`config.mk`:
```
export PLATFORM = sky130hd
export DESIGN_NAME = mvmb_lane
export DESIGN_NICKNAME = d
export VERILOG_FILES = /design/src/matrix_vector_multiply_bias_assert.svh /design/src/mvmb_pkg.sv /design/src/mvmb_ram.sv /design/src/mvmb_lane.sv
export SDC_FILE = /design/constraint.sdc
export NUM_CORES = 2
export LEC_CHECK = 0
export BUFFER_PORTS_ARGS = -buffer_cell sky130_fd_sc_hd__buf_4
export CORE_MARGIN = 2
export CORE_UTILIZATION = 55
export CTS_BUF_LIST = sky130_fd_sc_hd__clkbuf_4
export CTS_CLUSTER_DIAMETER = 100
export CTS_CLUSTER_SIZE = 25
export DETAILED_ROUTE_END_ITERATION = 6
export HOLD_SLACK_MARGIN = 0.15
export PLACE_DENSITY = 0.79
export SETUP_SLACK_MARGIN = 0.02
export SLEW_MARGIN = 0
export SYNTH_ARGS = -nofsm -noshare
export SYNTH_HDL_FRONTEND = slang
export SYNTH_SLANG_ARGS = --single-unit
```
`constraint.sdc`:
```
create_clock -name clock -period 10.2 [get_ports clock]
set_input_delay 0.51 -clock clock [delete_from_list [all_inputs] [get_ports clock]]
set_output_delay 0.51 -clock clock [all_outputs]
set_load 0.01 [all_outputs]
```
`src/matrix_vector_multiply_bias_assert.svh`:
```
// Assertion macros for the modules of the matrix-vector block; the top module includes them.
`ifndef MATRIX_VECTOR_MULTIPLY_BIAS_ASSERT_SVH
`define MATRIX_VECTOR_MULTIPLY_BIAS_ASSERT_SVH

`ifndef SYNTH

// The consequent must hold in the same cycle as the antecedent.
`define MVMB_ASSERT_IMPLY(label, clk, rst, ante, cons) \
   label: assert property (@(posedge clk) disable iff (rst) (ante) |-> (cons)) \
      else $error("mvmb assertion failed");

// The consequent must hold in the cycle after the antecedent.
`define MVMB_ASSERT_NEXT(label, clk, rst, ante, cons) \
   label: assert property (@(posedge clk) disable iff (rst) (ante) |=> (cons)) \
      else $error("mvmb assertion failed");

`else

`define MVMB_ASSERT_IMPLY(label, clk, rst, ante, cons)
`define MVMB_ASSERT_NEXT(label, clk, rst, ante, cons)

`endif

`endif

```
`src/mvmb_pkg.sv`:
```
package mvmb_pkg;

   // Fixed lane count and field widths of the beats.
   localparam int LANES      = 8;
   localparam int LANE_W     = 3;
   localparam int ELEM_W     = 16;
   localparam int PROD_W     = 32;
   localparam int ACC_W      = 48;
   localparam int BIAS_W     = 32;
   localparam int CHUNK_W    = 7;
   localparam int CHUNKS_W   = 8;
   localparam int ROW_W      = 10;
   localparam int ROWCNT_W   = 11;
   localparam int CSR_IDX_W  = 2;
   localparam int CSR_DATA_W = 11;

   // Limits on the register values.
   localparam logic [CHUNKS_W-1:0] CHUNK_LIMIT    = 8'd128;
   localparam int                  ROW_HARD_LIMIT = 1024;

   // Defaults of the top-level parameters.
   localparam int DEF_MAX_COLS = 1024;
   localparam int DEF_MAX_ROWS = 1024;

   // Result queue depth, a power of two.
   localparam int QUEUE_DEPTH = 8;

   typedef enum logic {
      OP_LOAD = 1'b0,
      OP_ROW  = 1'b1
   } op_type;

   typedef enum logic [CSR_IDX_W-1:0] {
      CSR_COL_CHUNKS  = 2'd0,
      CSR_ROW_COUNT   = 2'd1,
      CSR_BIAS_ENABLE = 2'd2
   } csr_index_type;

   typedef logic signed [ELEM_W-1:0] elem_type;
   typedef logic signed [PROD_W-1:0] prod_type;

   // Control that travels alongside a beat through the lane stages.
   typedef struct packed {
      logic                     row;
      logic                     last;
      logic signed [BIAS_W-1:0] bias;
   } ctl_type;

   typedef struct packed {
      logic signed [ACC_W-1:0] y_value;
      logic [ROW_W-1:0]        row_index;
      logic                    last_row;
   } rsp_type;

endpackage

```
`src/mvmb_ram.sv`:
```
module mvmb_ram #(
   parameter int WIDTH = 16,
   parameter int DEPTH = 128,
   localparam int AW = (DEPTH > 1) ? $clog2(DEPTH) : 1
) (
   input  logic             clock,
   input  logic             wr_en,
   input  logic [AW-1:0]    wr_addr,
   input  logic [WIDTH-1:0] wr_data,
   input  logic             rd_en,
   input  logic [AW-1:0]    rd_addr,
   output logic [WIDTH-1:0] rd_data
);

   logic [WIDTH-1:0] mem_ff [DEPTH];
   logic [WIDTH-1:0] rd_data_ff;

   // One write port and one registered read port.
   always_ff @(posedge clock) begin
      if (wr_en) begin
         mem_ff[wr_addr] <= wr_data;
      end
      if (rd_en) begin
         rd_data_ff <= mem_ff[rd_addr];
      end
   end

   assign rd_data = rd_data_ff;

endmodule

```
`src/mvmb_lane.sv`:
```
module mvmb_lane #(
   parameter int MAX_COLS = mvmb_pkg::DEF_MAX_COLS,
   parameter int LANE_ID  = 0
) (
   input  logic                          clock,
   input  logic                          wr_en,
   input  logic                          rd_en,
   input  logic [mvmb_pkg::CHUNK_W-1:0]  chunk,
   input  mvmb_pkg::elem_type            elem,
   output mvmb_pkg::prod_type            product
);

   localparam int CHUNK_SPAN = 2 ** mvmb_pkg::CHUNK_W;
   localparam int COL_DEPTH  = (MAX_COLS + mvmb_pkg::LANES - 1) / mvmb_pkg::LANES;
   localparam int BANK_DEPTH = (COL_DEPTH < CHUNK_SPAN) ? COL_DEPTH : CHUNK_SPAN;
   localparam int AW         = (BANK_DEPTH > 1) ? $clog2(BANK_DEPTH) : 1;
   localparam int COL_W      = mvmb_pkg::CHUNK_W + mvmb_pkg::LANE_W;

   logic [COL_W-1:0]                 col;
   logic                             col_ok;
   logic [mvmb_pkg::ELEM_W-1:0]      x_raw;
   mvmb_pkg::elem_type               elem_s1_ff;
   logic                             ok_s1_ff;
   mvmb_pkg::prod_type               product_in;
   mvmb_pkg::prod_type               product_ff;

   // Column of this lane for the chunk of the incoming beat.
   assign col    = {chunk, mvmb_pkg::LANE_W'(LANE_ID)};
   assign col_ok = (int'(col) < MAX_COLS);

   // This lane's bank of the vector store, addressed by chunk.
   mvmb_ram #(
      .WIDTH (mvmb_pkg::ELEM_W),
      .DEPTH (BANK_DEPTH)
   ) u_bank (
      .clock   (clock),
      .wr_en   (wr_en && col_ok),
      .wr_addr (chunk[AW-1:0]),
      .wr_data (elem),
      .rd_en   (rd_en),
      .rd_addr (chunk[AW-1:0]),
      .rd_data (x_raw)
   );

   // Hold the matrix element while the vector element is read.
   always_ff @(posedge clock) begin
      elem_s1_ff <= elem;
      ok_s1_ff   <= col_ok;
   end

   // Columns beyond the store contribute nothing.
   always_comb begin
      if (ok_s1_ff) begin
         product_in = elem_s1_ff * signed'(x_raw);
      end else begin
         product_in = '0;
      end
   end

   always_ff @(posedge clock) begin
      product_ff <= product_in;
   end

   assign product = product_ff;

endmodule

```
==> summary.md <==
| Metric | Value |
|---|---|
| CTS H-tree depth | `3` |
| Top FF cell, synth | `edfxtp_1` |
| Top cell type's share of synthesized area | `71.6%` |
| Total track usage | `28.6%` |
| Die H | `401 um` |
| Fmax | `149 MHz` |
| Syn_area_per_cell | `16.6 um^2` |
| Final hold vios | `0` |
| Final Setup Violations | `0` |
| Measured slew at the worst slew-check pin | `1600 ps` |
| Worst Skew | `102 ps` |
| DR vias/cell | `6.89` |
| CTS tree | `yes` |
| Worst setup EP type | `flip-flop` |
| Ports | `58` |
| Net Switching | `7.53 mW` |
| Setup WS pre-CTS | `3560 ps` |
| Wirelength, routed | `232 mm` |
| GPL Wtd Cong | `0.976` |
| Vias | `50.8k` |
| Power Total | `21.4 mW` |
| Share of cells above drive strength 1 | `8.57%` |
| Net Sw Frac | `35.2%` |
| Outcome | `complete, but fails checks` |
| Reg power frac | `45.9%` |
| Int Power | `13.9 mW` |
| CP max FO | `16` |
| Crit path DAT | `7850 ps` |
| Startpoint types | `flip-flop` |
| Final HPWL DP | `137 mm` |
| Final std cells w/o fill | `7375` |
| Post-DRT Antenna Nets | `0` |
| First-pass GRT wire length | `338 mm` |
| Final Cycle Share | `65.9%` |
| Comb power frac | `40.6%` |
| Failing checks | `DRC, capacitance limit, slew limit` |
| CTS root buf | `clkbuf_4` |
| Slowest stage delay, CP | `910 ps` |
| Worst Path Buf+Inv | `3` |
| Num CTS Buffers | `97` |
| Top-count cell post-synth | `edfxtp_1` |
| Worst min-delay path category | `in2reg` |
| Post-synth EDFFs | `2064` |
| Cell variety after synth | `76` |
| Final worst slack | `3480 ps` |
| Dpl cells | `7216` |
| Die area | `160000 um^2` |
| Maxcap violations | `1` |
| Fin nets | `5656` |
| Row count | `145` |
| Req. time, crit path | `11320 ps` |
| Number of post-CTS setup repair buffers | `0` |
| Setup CP Type | `reg2reg` |
| Die X-Extent | `401 um` |
| Grt ovf | `0` |
| Yosys reg bits | `2112` |
| Area after DPL | `89800 um^2` |
| Synthesis Warnings | `0` |
| Cell count after synthesis | `5196` |
| Worst IR Drop VDD | `0.597 mV` |
| Most frequent cells after synthesis | `edfxtp_1, a22oi_1, inv_1` |
| Tmin final | `6720 ps` |
| FF/Latch Area | `62900 um^2` |
| # DRC | `4` |
| Initial core utilization | `55.4%` |
| Clock power frac | `13.4%` |
| Max-slew headroom | `-7.72%` |
| Unrepaired setup endpoints after global routing | `no` |
| Initial drt markers | `8700` |
| Synth-to-layout area growth | `5.25%` |
| Synth Cell Area | `86500 um^2` |
| Initial antenna violation count | `20` |
| Fin. max-slew vios | `2` |
| Number of fill cells in the layout | `11.3k` |
| Core box area | `156000 um^2` |
| Vias in the first global route | `49.4k` |
| Clk_lat worst skew | `1300 ps` |
| CTS Buffer Depth | `3` |
| Design Area, Final | `91000 um^2` |
| Setup TNS | `0 ps` |
| Post-synthesis sequential area ratio | `72.8%` |
| Top post-synthesis cells by area | `edfxtp_1, fa_1, a22oi_1, a221oi_1, a22o_1` |
| Final core occ | `58.3%` |
| Pre-Repair DR Iteration Count | `7` |
| Sink Count | `2112` |
| Yosys top cell by area | `edfxtp_1` |
| WHS | `300 ps` |
| Worst R2R Setup Slack | `3480 ps` |
| Ys async rst share | `0%` |
| Crit-path leading delay family | `adder cells` |
| Pleak | `29.3 nW` |
| CP max-delay cell | `fa_1` |
| Area taken by multi-input logic gates | `21000 um^2` |
| Clk slew on worst S/H paths | `230 ps` |
| Crit-path most repeated cell | `fa_1` |
| Crit-path cells | `nand2_1, inv_1, fa_1, fa_1, fa_1, fa_1, fa_1, inv_1, fa_1, inv_1, ha_1, or2_2, or4_1, a31o_2, o2111ai_1, a21oi_1, nor3b_1` |
| Syn_nets | `5566` |
| Wire per inst | `31.5 um` |
| Port buffer count | `57` |
| Power density over the cells | `235 nW/um^2` |
| Pin count of the biggest net entering global routing | `108` |
-- sequential cells by signal (all words and copies together) (netlist names) --
signal and count:
elem_s1_ff 16, u_bank.mem_ff 2048, product 32, u_bank.rd_data 16
-- layout by cell type (no fill, tap or decap), types with 21 or more instances in the layout --
cell,instances
a221oi_1,170
clkbuf_4,106
nand4_1,91
nand2_1,192
nor3_1,25
nand3_1,24
mux2_2,30
buf_4,262
fa_1,262
o21ai_0,61
nor2_1,195
a22o_1,156
a31oi_1,115
inv_1,285
o211ai_1,21
a21oi_1,70
mux2i_1,22
dlygate4sd3_1,29
ha_1,82
dfxtp_1,48
and2_1,130
a22oi_1,618
edfxtp_1,2064
-- cell type report --
class	instances	area share, %
sequential	2112	69.1
multi-input combinational	2483	23.1
tap	2058	2.83
timing repair buffer	302	2.72
inverter	290	1.20
clock buffer	106	0.874
clock inverter	14	0.165
antenna	10	0.0275
-- path summary, 6_finish.rpt --
check / start / to / cells past startpoint
min: elem[14] / u_bank.mem_ff[55][14] / 2
max reg2reg: u_bank.rd_data[1] / product[31] / 17
max: u_bank.rd_data[1] / product[31] / 17
min reg2reg: elem_s1_ff[0] / product[0] / 1
-- what timing repair did --
action,4_1_cts,5_1_grt
hold buffers,29,0
endpoints found under the hold margin,1332,0
gates resized for setup,0,0
-- routing by layer --
layer	vias to the layer above	global-route usage (%)	part of all wire [%]
met4	14	13.0	5.1
met2	4134	43.6	46
met1	25500	39.4	35
li1	20600	-	-
met5	-	0	0.041
met3	586	7.05	14
-- power groups by stage --
| stage | logic (mW) | registers, mW | clock network [mW] |
|---|---|---|---|
| after floorplan | 6.45 | 10.0 | 0 |
| after global placement | 8.36 | 10.0 | 0 |
| after detailed placement | 8.61 | 10.0 | 0 |
| after CTS | 8.67 | 9.83 | 2.88 |
| after global routing | 9.85 | 9.84 | 3.15 |
| final | 8.70 | 9.83 | 2.88 |
-- cell families (layout without fill, tap and decap cells) --
group / after synthesis / in the layout / share of synthesized area (%)
compound gates: 1333 / 1333 / 11.7
simple gates: 712 / 712 / 4.02
xor+xnor: 29 / 29 / 0.294
other cells: 0 / 10 / 0
buf+inv: 601 / 712 / 3.01
mux: 65 / 65 / 0.984
fa+ha+maj: 344 / 344 / 7.25
flops: 2112 / 2112 / 72.8
(Power assumes the default switching activity.)
