`src/matrix_vector_multiply_bias_assert.svh`:
```
// Assertion macros for the modules of the matrix-vector block; the top module includes them.
`ifndef MATRIX_VECTOR_MULTIPLY_BIAS_ASSERT_SVH
`define MATRIX_VECTOR_MULTIPLY_BIAS_ASSERT_SVH

`ifndef SYNTH

// The consequent must hold in the same cycle as the antecedent.
`define MVMB_ASSERT_IMPLY(label, clk, rst, ante, cons) \
   label: assert property (@(posedge clk) disable iff (rst) (ante) |-> (cons)) \
      else $error("mvmb assertion failed");

// The consequent must hold in the cycle after the antecedent.
`define MVMB_ASSERT_NEXT(label, clk, rst, ante, cons) \
   label: assert property (@(posedge clk) disable iff (rst) (ante) |=> (cons)) \
      else $error("mvmb assertion failed");

`else

`define MVMB_ASSERT_IMPLY(label, clk, rst, ante, cons)
`define MVMB_ASSERT_NEXT(label, clk, rst, ante, cons)

`endif

`endif

```
`src/mvmb_pkg.sv`:
```
package mvmb_pkg;

   // Fixed lane count and field widths of the beats.
   localparam int LANES      = 8;
   localparam int LANE_W     = 3;
   localparam int ELEM_W     = 16;
   localparam int PROD_W     = 32;
   localparam int ACC_W      = 48;
   localparam int BIAS_W     = 32;
   localparam int CHUNK_W    = 7;
   localparam int CHUNKS_W   = 8;
   localparam int ROW_W      = 10;
   localparam int ROWCNT_W   = 11;
   localparam int CSR_IDX_W  = 2;
   localparam int CSR_DATA_W = 11;

   // Limits on the register values.
   localparam logic [CHUNKS_W-1:0] CHUNK_LIMIT    = 8'd128;
   localparam int                  ROW_HARD_LIMIT = 1024;

   // Defaults of the top-level parameters.
   localparam int DEF_MAX_COLS = 1024;
   localparam int DEF_MAX_ROWS = 1024;

   // Result queue depth, a power of two.
   localparam int QUEUE_DEPTH = 8;

   typedef enum logic {
      OP_LOAD = 1'b0,
      OP_ROW  = 1'b1
   } op_type;

   typedef enum logic [CSR_IDX_W-1:0] {
      CSR_COL_CHUNKS  = 2'd0,
      CSR_ROW_COUNT   = 2'd1,
      CSR_BIAS_ENABLE = 2'd2
   } csr_index_type;

   typedef logic signed [ELEM_W-1:0] elem_type;
   typedef logic signed [PROD_W-1:0] prod_type;

   // Control that travels alongside a beat through the lane stages.
   typedef struct packed {
      logic                     row;
      logic                     last;
      logic signed [BIAS_W-1:0] bias;
   } ctl_type;

   typedef struct packed {
      logic signed [ACC_W-1:0] y_value;
      logic [ROW_W-1:0]        row_index;
      logic                    last_row;
   } rsp_type;

endpackage

```
`src/mvmb_merge.sv`:
```
module mvmb_merge (
   input  logic                          clock,
   input  logic                          reset,
   input  logic                          in_valid,
   input  mvmb_pkg::ctl_type             ctl,
   input  mvmb_pkg::prod_type            products [mvmb_pkg::LANES],
   input  logic [mvmb_pkg::ROWCNT_W-1:0] nrows_m1,
   output logic                          retire,
   output logic                          push,
   output mvmb_pkg::rsp_type             result
);

   localparam int ACC_W  = mvmb_pkg::ACC_W;
   localparam int PROD_W = mvmb_pkg::PROD_W;
   localparam int BIAS_W = mvmb_pkg::BIAS_W;

   logic [ACC_W-1:0]              sum_in;
   logic [ACC_W-1:0]              sum_s3_ff;
   logic                          valid_s3_ff;
   logic                          row_s3_ff;
   logic                          last_s3_ff;
   logic [ACC_W-1:0]              acc_ff;
   logic [ACC_W-1:0]              acc_in;
   logic [mvmb_pkg::ROW_W-1:0]    row_cnt_ff;
   logic [mvmb_pkg::ROW_W-1:0]    row_cnt_in;
   logic [ACC_W-1:0]              y_sum;
   logic                          active;
   logic                          final_row;

   // Sum of the lane products and the bias of the beat.
   always_comb begin
      sum_in = {{(ACC_W - BIAS_W){ctl.bias[BIAS_W-1]}}, ctl.bias};
      for (int i = 0; i < mvmb_pkg::LANES; i++) begin
         sum_in = sum_in + {{(ACC_W - PROD_W){products[i][PROD_W-1]}}, products[i]};
      end
   end

   always_ff @(posedge clock) begin
      if (reset) begin
         valid_s3_ff <= 1'b0;
      end else begin
         valid_s3_ff <= in_valid;
      end
   end

   always_ff @(posedge clock) begin
      sum_s3_ff  <= sum_in;
      row_s3_ff  <= ctl.row;
      last_s3_ff <= ctl.last;
   end

   // Row accumulation and the result at the last chunk of a row.
   assign y_sum     = acc_ff + sum_s3_ff;
   assign active    = valid_s3_ff && row_s3_ff;
   assign push      = active && last_s3_ff;
   assign retire    = valid_s3_ff;
   assign final_row = ({1'b0, row_cnt_ff} >= nrows_m1);

   always_comb begin
      acc_in     = acc_ff;
      row_cnt_in = row_cnt_ff;
      if (active) begin
         if (last_s3_ff) begin
            acc_in = '0;
            if (final_row) begin
               row_cnt_in = '0;
            end else begin
               row_cnt_in = row_cnt_ff + 1'b1;
            end
         end else begin
            acc_in = y_sum;
         end
      end
   end

   always_ff @(posedge clock) begin
      if (reset) begin
         acc_ff     <= '0;
         row_cnt_ff <= '0;
      end else begin
         acc_ff     <= acc_in;
         row_cnt_ff <= row_cnt_in;
      end
   end

   assign result.y_value   = signed'(y_sum);
   assign result.row_index = row_cnt_ff;
   assign result.last_row  = final_row;

endmodule

```
`config.mk`:
```
export PLATFORM = sky130hd
export DESIGN_NAME = mvmb_merge
export DESIGN_NICKNAME = d
export VERILOG_FILES = /design/src/matrix_vector_multiply_bias_assert.svh /design/src/mvmb_pkg.sv /design/src/mvmb_merge.sv
export SDC_FILE = /design/constraint.sdc
export NUM_CORES = 1
export LEC_CHECK = 0
export BUFFER_PORTS_ARGS = -buffer_cell sky130_fd_sc_hd__buf_2
export CORE_MARGIN = 2
export CORE_UTILIZATION = 45
export DETAILED_ROUTE_END_ITERATION = 7
export GPL_TIMING_DRIVEN = 1
export PLACE_DENSITY_LB_ADDON = 0.2
export SYNTH_ARGS = -nofsm -noshare
export SYNTH_HDL_FRONTEND = slang
export SYNTH_SLANG_ARGS = --single-unit
export TNS_END_PERCENT = 30
```
`constraint.sdc`:
```
create_clock -name clock -period 6.72 [get_ports clock]
set_input_delay 1.344 -clock clock [delete_from_list [all_inputs] [get_ports clock]]
set_output_delay 1.344 -clock clock [all_outputs]
set_load 0.05 [all_outputs]
```
==> flow_summary.toml, run 1 <==
[drt]
viasPerCell = 5.02
dr.pass1.iters = 5
ant_nets = 0
drt_wl_total_microns = 30400
post_drt_wl_per_cell_microns = 13.8
drc_errors = 0
first_iter_violations = 484
vias = 11000

[worst_setup_path]
timing.rr.end = "acc_ff[44]$_SDFFE_PP0P_"
critPathSlowestCell = "fa_1"
crit_path_end_kind = "register"
crit_required_ns = 6.96
worstPathArrival_ns = 6.44
reg2reg_depth = 11
crit_chain = "buf_2, inv_1, fa_1, inv_1, fa_1, fa_1, inv_1, fa_1, inv_1, ha_1, inv_1, fa_1, nor2b_1, o31a_1, o31ai_1, buf_4, a2111oi_1, buf_4, nor3_1, o21ai_0, nand2_1, o21ai_1, o31ai_1"
r2r_slack_ns = 3.55
start_kind = "input port"
cp_max_fo = 3
slowest_delay_ns = 0.54
worst-setup-path-type = "input port to register"
timing.rr.start = "acc_ff[0]$_SDFFE_PP0P_"

[cells_and_area]
final_cell_mix = "364 x buf_2, 351 x inv_1, 228 x fa_1"
area_growth_syn_to_layout_pct = 18.8
nets = 2433
final_common_cell = "buf_2"
final_area_sq_um = 15800
drive_gt1_frac = 0.222
antennaDiodeCount = 0

[synth]
netlist_area_sq_um = 13300
synth_fp_nets = 2088
synth_cells = 1461
synth-edff-count = 0
avgSynthCellArea_sq_um = 9.11
ys_types = 64
synth_seq_area_share = 0.152
yosys_warnings = 0
synth_ff_type = "dfxtp_1"
yosys_register_bits = 101
async_flop_share = 0

[global_routing]
grt_pass1_wl_microns = 51700
globalRouteTotalUtil = 0.203
antenna_found_initial = 0
grt_max_degree = 28
grt_pass1_vias = 11500
grt_overflow_total = 0

[sta]
fin_crit_ns = 6.20
max_freq_ghz = 0.161
setup_viol = 0
tns_ns = 0
worst_slew_pin_slew_ns = 1.08
clock_skew_ns = 0.0102
max_slew_margin = 0.279
rsz0062_at_grt = "no"
hold_viol_final = 0
drv_slew = 0
fin_crit_sh = 0.923
hold_slack_ns = 0.478

[pwr]
powerDensity_nw_per_um2 = 533
power_uw = 8440
total_leakage_power_uw = 0.00849
ir_worst_vdd_mv = 0.305

[clock_tree]
htreeDepth = 3
clk_path_buf_depth = 2
clock-sinks = 101
cts_tree = "built"
root_buffer = "clkbuf_16"
clk_latency_ns = 0.35
cts_resized = 0
numCtsBuffers = 9
clkTransAtPathRegs_ns = 0.06
ctsHoldBuffers = 0
post-cts-setup-buffers = 0

[placement]
portBuffers = 364
dpl_cell_area_sq_um = 15500
gp_congestion = 0.862
hpwl_microns = 26700

[die]
dieArea_sq_um = 31000
start_util = 0.460
die_h_microns = 176
fp.dieW_microns = 176
num_rows = 62
io_pins = 365
coreArea_sq_um = 28900

[job]
drv_cap = 0

[worst_hold_path]
min_path_type = "register to register"
min_to = "acc_ff[29]$_SDFFE_PP0P_"
hp-start = "acc_ff[29]$_SDFFE_PP0P_"
holdPathStages = 1

[status]
status = "finished clean"
per-layer routing:
metal / up-vias / wire (microns) / GRT usage
met3: 32 / 1850 / 0.0373
li1: 5380 / - / -
met4: 0 / 540 / 0.0413
met2: 357 / 15100 / 0.365
met1: 5248 / 12800 / 0.254
met5: - / 0 / 0
synthesized netlist by cell type, drive strengths merged, types with 3 or more instances:
| library cell | number | area (sq um) |
|---|---|---|
| a21boi | 3 | 22.5 |
| xor2 | 37 | 332 |
| o21ai | 54 | 278 |
| a21oi | 92 | 468 |
| a211oi | 13 | 97.6 |
| ha | 95 | 1190 |
| o21bai | 5 | 37.5 |
| or3 | 3 | 18.8 |
| and3 | 10 | 62.6 |
| nand4 | 22 | 138 |
| nand3 | 20 | 100 |
| nand2 | 56 | 210 |
| nor3 | 12 | 60.1 |
| nand2b | 12 | 75.1 |
| nor2b | 14 | 87.6 |
| a21o | 56 | 420 |
| a41oi | 3 | 33.8 |
| o31ai | 8 | 60.1 |
| o211ai | 8 | 65.1 |
| nor2 | 65 | 244 |
| a22o | 24 | 210 |
| a22oi | 22 | 165 |
| a221oi | 3 | 26.3 |
| dfxtp | 101 | 2020 |
| nor3b | 3 | 22.5 |
| a31oi | 11 | 75.1 |
| and2 | 11 | 68.8 |
| xnor2 | 43 | 377 |
| o21a | 9 | 67.6 |
| clkbuf | 37 | 139 |
| fa | 228 | 4560 |
| inv | 351 | 1320 |
sequential cells by signal (all words and copies together), names as in the netlist:
signal,cells
row_s3_ff,1
acc_ff,48
sum_s3_ff,40
retire,1
row_cnt_ff,10
last_s3_ff,1
how the worst max path moves through the flow:
stage / depth (start not counted) / slack [ns] / from / to
global placement: 23 / 0.11 / ctl[2] / sum_s3_ff[38]$_DFF_P_
global route: 23 / 0.15 / ctl[2] / sum_s3_ff[36]$_DFF_P_
floorplan: 20 / 0.83 / ctl[2] / sum_s3_ff[36]$_DFF_P_
CTS: 23 / 0.46 / ctl[2] / sum_s3_ff[36]$_DFF_P_
detailed placement: 23 / 0.11 / ctl[2] / sum_s3_ff[36]$_DFF_P_
finish: 23 / 0.52 / ctl[2] / sum_s3_ff[36]$_DFF_P_
power breakdown:
group	total, uW	internal [uW]	switching, uW	leakage [uW]
combinational	7030	2730	4300	0.00753
clock	490	261	228	0.000128
sequential	921	842	79.2	0.000831
cell type report:
| cell class | instances | area (sq um) |
|---|---|---|
| Timing Repair Buffer | 373 | 1890 |
| Fill cell | 2709 | 13100 |
| Sequential cell | 101 | 2020 |
| Clock inverter | 4 | 32.5 |
| Clock buffer | 11 | 243 |
| Multi-Input combinational cell | 970 | 9840 |
| Tap cell | 384 | 480 |
| Inverter | 351 | 1320 |
stage by stage:
stage,cells,worst slack [ns],utilization
6_report,2194,0.517,0.547
5_1_grt,2194,0.150,0.547
4_1_cts,2194,0.456,0.547
3_5_place_dp,2179,0.111,0.537
3_3_place_gp,2179,0.114,0.537
2_1_floorplan,1461,0.827,-
cell families after synthesis:
group | share of synthesized area
flops | 0.152
compound gates | 0.166
fa+ha+maj | 0.432
buf+inv | 0.110
xor+xnor | 0.0532
simple gates | 0.0863
worst max-delay path, delay by kind of cell:
kind                     cells  cell delay [ns]
AND/OR/NAND/NOR              3             0.36
adder cells (fa/ha/maj)      6             2.62
buffers and inverters        8             0.73
AO/OA/AOI/OAI                6             1.38
Power figures use the tool's default switching activity.
==> run 2: changes to the inputs <==
Settings changed: BUFFER_PORTS_ARGS -buffer_cell sky130_fd_sc_hd__buf_2 to -buffer_cell sky130_fd_sc_hd__clkbuf_2.
==> run 2 against run 1 <==
Compared with the run above:
- global-route usage down 0.13 points
- total power is essentially flat
- critical endpoint is now sum_s3_ff[38]$_DFF_P_
- worst setup slack worse by 0.018 ns
- flip-flop and latch count is the same
- clock-buffer cell count rose by 3
- register-to-register slack about the same
- die area is the same
- largest cell class unchanged
- first-iteration DRC count down 11%
- combinational power about the same
- via count decreased by 1.5%
- sequential power barely moved
==> flow_summary.toml, run 2 (synthesized netlist as in run 1, its figures left out) <==
[status]
status = "finished clean"

[sta]
drv_slew = 0
tns_ns = 0
setup_viol = 0
max_freq_ghz = 0.161
hold_viol_final = 0
max_slew_margin = 0.270
rsz0062_at_grt = "no"
worst_slew_pin_slew_ns = 1.09
fin_crit_ns = 6.22
clock_skew_ns = 0.0108
fin_crit_sh = 0.926

[clock_tree]
post-cts-setup-buffers = 0
clkTransAtPathRegs_ns = 0.06
ctsHoldBuffers = 0
clock-sinks = 101
numCtsBuffers = 9
htreeDepth = 3
cts_resized = 0
clk_path_buf_depth = 2
cts_tree = "built"
clk_latency_ns = 0.35
root_buffer = "clkbuf_16"

[global_routing]
globalRouteTotalUtil = 0.201
antenna_found_initial = 0
grt_overflow_total = 0
grt_pass1_vias = 11200
grt_max_degree = 28
grt_pass1_wl_microns = 51200

[cells_and_area]
final_area_sq_um = 15800
antennaDiodeCount = 0
final_common_cell = "clkbuf_2"
nets = 2433
reg.largest.list = "acc_ff x48, sum_s3_ff x40, row_cnt_ff x10"
area_growth_syn_to_layout_pct = 18.8
drive_gt1_frac = 0.221
regMostFlops = "acc_ff"
largest_reg_flops = 48
final_cell_mix = "364 x clkbuf_2, 351 x inv_1, 228 x fa_1"

[drt]
vias = 10900
drt_wl_total_microns = 30100
first_iter_violations = 433
drc_errors = 0
dr.pass1.iters = 5
viasPerCell = 4.95
ant_nets = 0
post_drt_wl_per_cell_microns = 13.7

[placement]
hpwl_microns = 26600
portBuffers = 364
dpl_cell_area_sq_um = 15500
gp_congestion = 0.864

[worst_setup_path]
cp_max_fo = 3
start_kind = "input port"
worst-setup-path-type = "input port to register"
crit_path_end_kind = "register"
r2r_slack_ns = 3.55
slowest_delay_ns = 0.54
crit_family = "adder cells"
crit_cells = 23
reg2reg_depth = 11
timing.rr.end = "acc_ff[44]$_SDFFE_PP0P_"
crit_start = "ctl[2]"
crit_required_ns = 6.95
endpoint = "sum_s3_ff[38]$_DFF_P_"
worstPathArrival_ns = 6.45
critPathSlowestCell = "fa_1"
cp.buffers_inverters = 8
crit_chain = "clkbuf_2, inv_1, fa_1, inv_1, fa_1, fa_1, inv_1, fa_1, inv_1, ha_1, inv_1, fa_1, nor2b_1, o31a_1, o31ai_1, buf_4, a2111oi_1, buf_4, nor3_1, o21ai_0, nand2_1, o21ai_1, o31ai_1"
timing.rr.start = "sum_s3_ff[0]$_DFF_P_"

[pwr]
ir_worst_vdd_mv = 0.261
power_uw = 8450
powerDensity_nw_per_um2 = 534
total_leakage_power_uw = 0.00856

[die]
dieArea_sq_um = 31000
coreArea_sq_um = 28900
num_rows = 62
fp.dieW_microns = 176
die_h_microns = 176
io_pins = 365
start_util = 0.460

[worst_hold_path]
min_path_type = "register to register"

[job]
drv_cap = 0
run 2: cell types whose count changed in the layout (fill, tap and decap cells not counted):
cell,delta
buf_2,-364
clkbuf_2,+364
clkbuf_1,+2
clkbuf_8,+1
clkinv_4,-1
clkinvlp_4,-1
run 2: how the worst min path moves through the flow:
stage	startpoint	end	slack [ns]	cells past startpoint
4_1_cts	acc_ff[9]$_SDFFE_PP0P_	acc_ff[9]$_SDFFE_PP0P_	0.48	1
2_1_floorplan	acc_ff[44]$_SDFFE_PP0P_	acc_ff[44]$_SDFFE_PP0P_	0.45	1
6_report	acc_ff[24]$_SDFFE_PP0P_	acc_ff[24]$_SDFFE_PP0P_	0.48	1
5_1_grt	acc_ff[9]$_SDFFE_PP0P_	acc_ff[9]$_SDFFE_PP0P_	0.50	1
3_5_place_dp	acc_ff[24]$_SDFFE_PP0P_	acc_ff[24]$_SDFFE_PP0P_	0.46	1
3_3_place_gp	acc_ff[29]$_SDFFE_PP0P_	acc_ff[29]$_SDFFE_PP0P_	0.46	1
run 2: per-layer routing:
metal	vias up	share of wire	GRT usage
met5	-	0	0
met4	0	0.0092	0.0286
met3	20	0.055	0.0349
met2	304	0.50	0.366
met1	5151	0.44	0.256
li1	5380	-	-
run 2: worst register-to-register path, delay by kind of cell, from the launching register on:
kind	cells	cell delay, ns
AO/OA/AOI/OAI	7	1.61
adder cells (fa/ha/maj)	2	0.66
flip-flops	1	0.31
AND/OR/NAND/NOR	2	0.48
run 2: cell type report:
| class | instances | area [sq um] |
|---|---|---|
| multi-input cells | 970 | 9840 |
| well taps | 384 | 480 |
| clock inverters | 2 | 16.3 |
| repair buffers | 373 | 1890 |
| inverters | 351 | 1320 |
| flip-flops and latches | 101 | 2020 |
| clock buffers | 14 | 264 |
| fillers | 2698 | 13100 |
run 2: stage by stage:
stage | instances | util | worst slack (ns) | hold WS, ns
after global placement | 2179 | 0.537 | 0.110 | 0.461
final | 2195 | 0.547 | 0.499 | 0.479
after CTS | 2195 | 0.547 | 0.414 | 0.483
after global routing | 2195 | 0.547 | 0.103 | 0.502
after detailed placement | 2179 | 0.537 | 0.0815 | 0.460
after floorplan | 1461 | - | 0.827 | 0.446
run 2: power breakdown:
group	total, uW	internal (uW)	switching, uW	leakage [uW]
logic	7030	2720	4300	0.00759
clock network	497	273	224	0.000134
registers	920	842	78.1	0.000831
